`src/hw/rtl/p2pmh_pkg.sv`:
```
// Package for the message header parser.
// Holds header layout constants, status codes and register indexes.
// No dependencies.
package p2pmh_pkg;

  localparam int POS_W     = 5;
  localparam int CMD_BYTES = 12;
  localparam int CMD_W     = CMD_BYTES * 8;

  typedef logic [POS_W-1:0] pos_t;
  typedef logic [2:0]       status_t;
  typedef logic [3:0]       offset_t;
  typedef logic [0:0]       reg_index_t;

  localparam pos_t HEADER_LAST = 5'd23;
  localparam pos_t CMD_START   = 5'd4;
  localparam pos_t LEN_START   = 5'd16;
  localparam pos_t SUM_START   = 5'd20;

  localparam logic [7:0] CHAR_LO = 8'h20;
  localparam logic [7:0] CHAR_HI = 8'h7E;

  localparam status_t ST_OK        = 3'd0;
  localparam status_t ST_SHORT     = 3'd1;
  localparam status_t ST_MAGIC     = 3'd2;
  localparam status_t ST_AFTER_PAD = 3'd3;
  localparam status_t ST_BAD_CHAR  = 3'd4;
  localparam status_t ST_EMPTY     = 3'd5;
  localparam status_t ST_LARGE     = 3'd6;

  localparam reg_index_t REG_EXPECTED_MAGIC = 1'b0;
  localparam reg_index_t REG_MAX_PAYLOAD    = 1'b1;

  localparam logic [31:0] MAGIC_RESET       = 32'h4654_4321;
  localparam logic [31:0] MAX_PAYLOAD_RESET = 32'h0200_0000;

endpackage

```
`src/hw/rtl/p2pmh_ifs.sv`:
```
// Channel interfaces of the message header parser: header bytes in,
// parsed results out, register writes. Depends on p2pmh_pkg.
interface p2pmh_in_if;
  logic       valid;
  logic       ready;
  logic [7:0] data_byte;
  logic       last;

  modport source (output valid, data_byte, last, input ready);
  modport sink (input valid, data_byte, last, output ready);
endinterface

interface p2pmh_out_if;
  logic                  valid;
  logic                  ready;
  p2pmh_pkg::status_t    status;
  p2pmh_pkg::offset_t    error_offset;
  logic [31:0]           magic_seen;
  logic [63:0]           command_low;
  logic [31:0]           command_high;
  logic [31:0]           payload_length;
  logic [31:0]           checksum_field;

  modport source (output valid, status, error_offset, magic_seen, command_low,
                  command_high, payload_length, checksum_field, input ready);
  modport sink (input valid, status, error_offset, magic_seen, command_low,
                command_high, payload_length, checksum_field, output ready);
endinterface

interface p2pmh_cfg_if;
  logic                  valid;
  logic                  ready;
  p2pmh_pkg::reg_index_t index;
  logic [31:0]           data;

  modport source (output valid, index, data, input ready);
  modport sink (input valid, index, data, output ready);
endinterface

```
`src/hw/rtl/p2p_message_header_parser.sv`:
```
// Message header parser top level: checks magic, command, payload length.
// Depends on p2pmh_pkg and the channel interfaces in p2pmh_ifs.sv.
//
//   channel  role    payload
//   hdr      sink    data_byte, last
//   res      source  status, error_offset, header fields
//   cfg      sink    index, data (register write, always ready)
//
// One byte per cycle unless hdr stalls (see below); a result is registered
// in the cycle after its byte. Reset (rst, synchronous) clears position,
// flags and drain state and restores both registers to their defaults.
// hdr stalls only while a result waits in the output register and res.ready
// is low; the output register refills in the same cycle it is taken.
module p2p_message_header_parser (
  input  logic         clk,
  input  logic         rst,
  p2pmh_in_if.sink     hdr,
  p2pmh_out_if.source  res,
  p2pmh_cfg_if.sink    cfg
);

  logic [31:0] expected_magic;
  logic [31:0] max_payload_bytes;

  p2pmh_pkg::pos_t    pos, pos_next;
  logic               seen_null, seen_null_next;
  logic               seen_content, seen_content_next;
  p2pmh_pkg::status_t first_error, first_error_next;
  p2pmh_pkg::offset_t first_error_offset, first_error_offset_next;
  logic               draining, draining_next;

  logic [31:0]                   magic_shift, magic_shift_next;
  logic [p2pmh_pkg::CMD_W-1:0]   command_shift, command_shift_next;
  logic [31:0]                   length_shift, length_shift_next;
  logic [31:0]                   checksum_shift, checksum_shift_next;

  logic               res_valid;
  p2pmh_pkg::status_t res_status, status_next;
  p2pmh_pkg::offset_t res_offset, offset_next;
  logic [31:0]        res_magic;
  logic [p2pmh_pkg::CMD_W-1:0] res_command;
  logic [31:0]        res_length;
  logic [31:0]        res_checksum;

  logic               hdr_take;
  logic               emit, emit_short;
  logic [7:0]         b;
  p2pmh_pkg::pos_t    cmd_rel;

  assign hdr.ready = !res_valid || res.ready;
  assign hdr_take  = hdr.valid && hdr.ready;
  assign cfg.ready = 1'b1;
  assign b         = hdr.data_byte;
  assign cmd_rel   = pos - p2pmh_pkg::CMD_START;

  always_ff @(posedge clk) begin
    if (rst) begin
      expected_magic    <= p2pmh_pkg::MAGIC_RESET;
      max_payload_bytes <= p2pmh_pkg::MAX_PAYLOAD_RESET;
    end else if (cfg.valid) begin
      unique case (cfg.index)
        p2pmh_pkg::REG_EXPECTED_MAGIC: expected_magic    <= cfg.data;
        p2pmh_pkg::REG_MAX_PAYLOAD:    max_payload_bytes <= cfg.data;
        default: ;
      endcase
    end
  end

  always_comb begin
    pos_next                = pos;
    seen_null_next          = seen_null;
    seen_content_next       = seen_content;
    first_error_next        = first_error;
    first_error_offset_next = first_error_offset;
    draining_next           = draining;
    magic_shift_next        = magic_shift;
    command_shift_next      = command_shift;
    length_shift_next       = length_shift;
    checksum_shift_next     = checksum_shift;
    emit                    = 1'b0;
    emit_short              = 1'b0;
    status_next             = p2pmh_pkg::ST_OK;
    offset_next             = '0;

    if (hdr_take) begin
      if (draining) begin
        if (hdr.last) begin
          draining_next = 1'b0;
        end
      end else begin
        if (pos < p2pmh_pkg::CMD_START) begin
          magic_shift_next = {b, magic_shift[31:8]};
        end else if (pos < p2pmh_pkg::LEN_START) begin
          command_shift_next = {b, command_shift[p2pmh_pkg::CMD_W-1:8]};
          if (seen_null) begin
            if (b != 8'd0 && first_error == p2pmh_pkg::ST_OK) begin
              first_error_next        = p2pmh_pkg::ST_AFTER_PAD;
              first_error_offset_next = cmd_rel[3:0];
            end
          end else if (b == 8'd0) begin
            seen_null_next = 1'b1;
          end else if (b < p2pmh_pkg::CHAR_LO || b > p2pmh_pkg::CHAR_HI) begin
            if (first_error == p2pmh_pkg::ST_OK) begin
              first_error_next        = p2pmh_pkg::ST_BAD_CHAR;
              first_error_offset_next = cmd_rel[3:0];
            end
          end else begin
            seen_content_next = 1'b1;
          end
        end else if (pos < p2pmh_pkg::SUM_START) begin
          length_shift_next = {b, length_shift[31:8]};
        end else begin
          checksum_shift_next = {b, checksum_shift[31:8]};
        end

        if (pos != p2pmh_pkg::HEADER_LAST) begin
          pos_next = pos + 1'b1;
          if (hdr.last) begin
            emit        = 1'b1;
            emit_short  = 1'b1;
            status_next = p2pmh_pkg::ST_SHORT;
          end
        end else begin
          emit          = 1'b1;
          draining_next = !hdr.last;
          if (magic_shift != expected_magic) begin
            status_next = p2pmh_pkg::ST_MAGIC;
          end else if (first_error != p2pmh_pkg::ST_OK) begin
            status_next = first_error;
            offset_next = first_error_offset;
          end else if (!seen_content) begin
            status_next = p2pmh_pkg::ST_EMPTY;
          end else if (length_shift > max_payload_bytes) begin
            status_next = p2pmh_pkg::ST_LARGE;
          end
        end

        if (emit) begin
          pos_next                = '0;
          seen_null_next          = 1'b0;
          seen_content_next       = 1'b0;
          first_error_next        = p2pmh_pkg::ST_OK;
          first_error_offset_next = '0;
        end
      end
    end
  end

  always_ff @(posedge clk) begin
    if (rst) begin
      pos                <= '0;
      seen_null          <= 1'b0;
      seen_content       <= 1'b0;
      first_error        <= p2pmh_pkg::ST_OK;
      first_error_offset <= '0;
      draining           <= 1'b0;
      res_valid          <= 1'b0;
    end else begin
      pos                <= pos_next;
      seen_null          <= seen_null_next;
      seen_content       <= seen_content_next;
      first_error        <= first_error_next;
      first_error_offset <= first_error_offset_next;
      draining           <= draining_next;
      if (emit) begin
        res_valid <= 1'b1;
      end else if (res.ready) begin
        res_valid <= 1'b0;
      end
    end
  end

  always_ff @(posedge clk) begin
    magic_shift    <= magic_shift_next;
    command_shift  <= command_shift_next;
    length_shift   <= length_shift_next;
    checksum_shift <= checksum_shift_next;
    if (emit) begin
      res_status <= status_next;
      res_offset <= offset_next;
      if (emit_short) begin
        res_magic    <= '0;
        res_command  <= '0;
        res_length   <= '0;
        res_checksum <= '0;
      end else begin
        res_magic    <= magic_shift;
        res_command  <= command_shift;
        res_length   <= length_shift;
        res_checksum <= checksum_shift_next;
      end
    end
  end

  assign res.valid          = res_valid;
  assign res.status         = res_status;
  assign res.error_offset   = res_offset;
  assign res.magic_seen     = res_magic;
  assign res.command_low    = res_command[63:0];
  assign res.command_high   = res_command[p2pmh_pkg::CMD_W-1:64];
  assign res.payload_length = res_length;
  assign res.checksum_field = res_checksum;

endmodule

```
`src/flat_wrapper.sv`:
```
// flat-port wrapper written by rule: the top's interface ports become plain ports
module p2p_message_header_parser_flat 
  (clk, rst, hdr_valid, hdr_data_byte, hdr_last, hdr_ready, res_valid, res_status, res_error_offset, res_magic_seen, res_command_low, res_command_high, res_payload_length, res_checksum_field, res_ready, cfg_valid, cfg_index, cfg_data, cfg_ready);
  p2pmh_in_if hdr_i ();
  p2pmh_out_if res_i ();
  p2pmh_cfg_if cfg_i ();
  input  logic clk;
  input  logic rst;
  input wire logic [$bits(hdr_i.valid)-1:0] hdr_valid;
  input wire logic [$bits(hdr_i.data_byte)-1:0] hdr_data_byte;
  input wire logic [$bits(hdr_i.last)-1:0] hdr_last;
  output wire logic [$bits(hdr_i.ready)-1:0] hdr_ready;
  output wire logic [$bits(res_i.valid)-1:0] res_valid;
  output wire logic [$bits(res_i.status)-1:0] res_status;
  output wire logic [$bits(res_i.error_offset)-1:0] res_error_offset;
  output wire logic [$bits(res_i.magic_seen)-1:0] res_magic_seen;
  output wire logic [$bits(res_i.command_low)-1:0] res_command_low;
  output wire logic [$bits(res_i.command_high)-1:0] res_command_high;
  output wire logic [$bits(res_i.payload_length)-1:0] res_payload_length;
  output wire logic [$bits(res_i.checksum_field)-1:0] res_checksum_field;
  input wire logic [$bits(res_i.ready)-1:0] res_ready;
  input wire logic [$bits(cfg_i.valid)-1:0] cfg_valid;
  input wire logic [$bits(cfg_i.index)-1:0] cfg_index;
  input wire logic [$bits(cfg_i.data)-1:0] cfg_data;
  output wire logic [$bits(cfg_i.ready)-1:0] cfg_ready;
  assign hdr_i.valid = hdr_valid;
  assign hdr_i.data_byte = hdr_data_byte;
  assign hdr_i.last = hdr_last;
  assign hdr_ready = hdr_i.ready;
  assign res_valid = res_i.valid;
  assign res_status = res_i.status;
  assign res_error_offset = res_i.error_offset;
  assign res_magic_seen = res_i.magic_seen;
  assign res_command_low = res_i.command_low;
  assign res_command_high = res_i.command_high;
  assign res_payload_length = res_i.payload_length;
  assign res_checksum_field = res_i.checksum_field;
  assign res_i.ready = res_ready;
  assign cfg_i.valid = cfg_valid;
  assign cfg_i.index = cfg_index;
  assign cfg_i.data = cfg_data;
  assign cfg_ready = cfg_i.ready;
  p2p_message_header_parser u_core (.clk(clk), .rst(rst), .hdr(hdr_i), .res(res_i), .cfg(cfg_i));
endmodule
```
`config.mk`:
```
export PLATFORM = sky130hd
export DESIGN_NAME = p2p_message_header_parser_flat
export DESIGN_NICKNAME = d
export VERILOG_FILES = /design/src/hw/rtl/p2pmh_pkg.sv /design/src/hw/rtl/p2pmh_ifs.sv /design/src/hw/rtl/p2p_message_header_parser.sv /design/src/flat_wrapper.sv
export SDC_FILE = /design/constraint.sdc
export NUM_CORES = 1
export LEC_CHECK = 0
export BUFFER_PORTS_ARGS = -buffer_cell sky130_fd_sc_hd__clkbuf_2
export CAP_MARGIN = 30
export CORE_ASPECT_RATIO = 0.6
export CORE_MARGIN = 2
export CORE_UTILIZATION = 50
export CTS_BUF_LIST = sky130_fd_sc_hd__clkbuf_8
export DETAILED_ROUTE_END_ITERATION = 7
export GPL_ROUTABILITY_DRIVEN = 0
export PLACE_DENSITY = 0.82
export SLEW_MARGIN = 0
export SYNTH_ARGS = -nofsm -noshare
export SYNTH_HDL_FRONTEND = slang
export SYNTH_SLANG_ARGS = --single-unit
export TNS_END_PERCENT = 5
```
`constraint.sdc`:
```
create_clock -name clk -period 23.1 [get_ports clk]
set_input_delay 1.155 -clock clk [delete_from_list [all_inputs] [get_ports clk]]
set_output_delay 1.155 -clock clk [all_outputs]
set_load 0.02 [all_outputs]
```
==> reports/results.tsv <==
metric	value	unit
Seq pwr share	0.572	
Setup crit start kind	input pin	
Final Util	0.602	
postcts setup bufs	0	
outcome	complete, no violations	
CP required	23.32	ns
RSZ-0062 raised after global routing	false	
Yosys Warn Count	0	
CTS tree	built	
Setup violations, final	0	
post-DR vias/cell	5.13	
met1 usage	0.286	
pin count of the biggest net entering global routing	124	
Tcrit/Tclk final	0.167	
Hold Crit Start	u_core.command_shift[65]$_DFFE_PP_	
final hold vios	0	
max-slew violations	0	
Mapped Cells	1199	
Die Wd	244	um
clock power share	0.372	
leak pwr	7.82	nW
worst skew pair latency	0.62	ns
most frequent cells in the layout	edfxtp_1, clkbuf_2, and2_1	
crit-path leading delay family	buffers and inverters	
syn nets	1281	
Buf+Inv Stages, Crit Path	3	
Syn Area/Cell	14.5	um^2
Layout Area Growth over Synthesis	17.7	%
Slew HR	0.364	
mean routed wirelength per cell	18.8	um
grt ovf	0	
number of flops mapped to enable cells by yosys	359	
core area	33900	um^2
Port-buffer cells	247	
crit path kind	input pin to flip-flop	
CP cell instances	clkbuf_2, nand2b_1, nand2_1, nor2_1, nand2_1, inv_8, buf_4	
clock sinks	470	
most frequent CP cell	nand2_1	
minimum clock period after layout	3.87	ns
setup tns final	0	ns
Via Count	10200	
register area	13000	um^2
Worst EP arrival	4.09	ns
DRT Pass-1 Iters	6	
clock root cell	clkbuf_8	
die height	148	um
GRT Max-Usage Layer	met2	
Fillers	2552	
Final Net Count	1561	
Detailed Place HPWL	25200	um
TritonCTS Buffers	68	
combinational group share of total power	0.056	
die area	36200	um^2
initial core utilization	0.511	
io pins	249	
Power Dens Cells	81.0	nW/um^2
mapped cell area	17300	um^2
Seq/Total Area, Yosys	0.750	
Switch Pwr	0.384	mW
area of the multi-input gates	4020	um^2
delay of the slowest cell on the worst path	0.88	ns
site row count	52	
Peak VDD IR	0.0000504	V
Post-CTS Hold Fix Bufs	0	
Max Freq	0.258	GHz
Worst setup startpoint	res_ready	
R2R Path Start	u_core.res.valid$_SDFFE_PP0P_	
register bit count reported by yosys	470	
Max Cap Viol	0	
most common flop cell mapped by yosys	edfxtp_1	
# DRC	0	
Sw Share	0.233	
initial antenna violation count	1	
Clock Skew	0.0291	ns
Post-CTS Resized	0	
Total GRT Usage	0.206	
worst slew pin tran	0.953	ns
commonest non-fill, non-tap cell in the layout	edfxtp_1	
HP Class	flip-flop to flip-flop	
Worst setup EP type	flip-flop	
met2 GRT Util	0.295	
CP Max Fanout	123	
Yosys cell types	42	
met3 usage	0.0778	
vias in the first global route	10000	
Bufs on Longest Clock Path	3	
Reg clk slew, reported paths	0.06	ns
H-Tree Depth	3	
post-route ant nets	0	
layout cells sized above 1	0.255	
DRT iter0 DRCs	878	
global-route wire length before repair	56100	um
Synth async-reset ratio	0	
internal power	1.27	mW
DRT Wirelength	37400	um
Critical-path top delay cell	buf_4	
-- metrics by stage --
stage	setup WS (ns)	power, mW	instance area (um^2)	hold WS (ns)	std cells
after global placement	18.77	1.05	19000	0.421	1864
after CTS	19.28	1.67	20300	0.438	1989
after floorplan	13.84	1.02	17300	0.417	1199
final	19.23	1.65	20400	0.422	1992
after global routing	19.03	1.71	20400	0.444	1991
after detailed placement	18.62	1.05	19100	0.423	1866
-- kinds of logic (layout without fill, tap and decap cells) --
logic type,Yosys count,in the layout,share of synthesized area
buffers and inverters,87,420,0.0194
and+or+nand+nor,438,438,0.134
xor gates and xnor gates,35,35,0.0177
DFF,470,470,0.750
muxes,33,33,0.0213
adders and majority gates,35,35,0.0253
AOI/OAI and AO/OA,100,100,0.0321
other,1,2,0.000216
-- power groups by stage --
stage	clock network, mW	logic, mW	registers (mW)
final	0.614	0.0931	0.944
after global routing	0.666	0.101	0.946
after CTS	0.629	0.0933	0.944
after detailed placement	0	0.0929	0.962
after global placement	0	0.0896	0.961
after floorplan	0	0.0398	0.979
-- synthesized netlist by cell type (all sizes together) (3+ instances only) --
library cell,instances,area [um^2]
edfxtp,359,10800
and2,196,1230
nand2,147,552
dfxtp,111,2220
a21oi,71,355
clkbuf,44,165
inv,37,139
ha,35,438
xor2,34,298
mux2,31,349
nor2,26,105
nand3b,13,97.6
nand4,13,81.3
nor4,12,75.1
o21ai,12,60.1
nand3,11,55.1
buf,6,32.5
nand2b,6,37.5
nor3,4,20.0
a211oi,3,27.5
and3,3,18.8
nor2b,3,18.8
o211ai,3,27.5
or4,3,22.5
-- state kept, by name (all words and copies together) (netlist names), 4 cells and up --
register	count
u_core.res.payload_length	32
u_core.max_payload_bytes	32
u_core.res.magic_seen	32
u_core.res_command	96
u_core.pos	5
u_core.checksum_shift	32
u_core.res.checksum_field	32
u_core.length_shift	32
u_core.expected_magic	32
u_core.first_error_offset	4
u_core.res.error_offset	4
u_core.magic_shift	32
u_core.command_shift	96
-- metal layers --
metal / wire length (um) / part of all wire
met5: 0 / 0
met3: 3640 / 0.097
met1: 16400 / 0.44
met4: 835 / 0.022
met2: 16600 / 0.44
-- cell type report --
type,instances,share of cell area
diodes,1,0.000123
clock buffers,77,0.0520
clock inverters,46,0.0100
inverters,37,0.00718
multi-input cells,642,0.197
flip-flops and latches,470,0.638
well taps,459,0.0282
repair buffers,260,0.0681
-- final timing paths --
path                                                             to  slack [ns]  cells past startpoint
worst max-delay path            u_core.res_command[7]$_SDFFCE_PP0P_       19.23                      7
worst min-delay path             u_core.command_shift[57]$_DFFE_PP_        0.42                      0
worst max register to register  u_core.res_command[7]$_SDFFCE_PP0P_       19.59                      6
worst min register to register   u_core.command_shift[57]$_DFFE_PP_        0.42                      0
(Power assumes the default switching activity.)
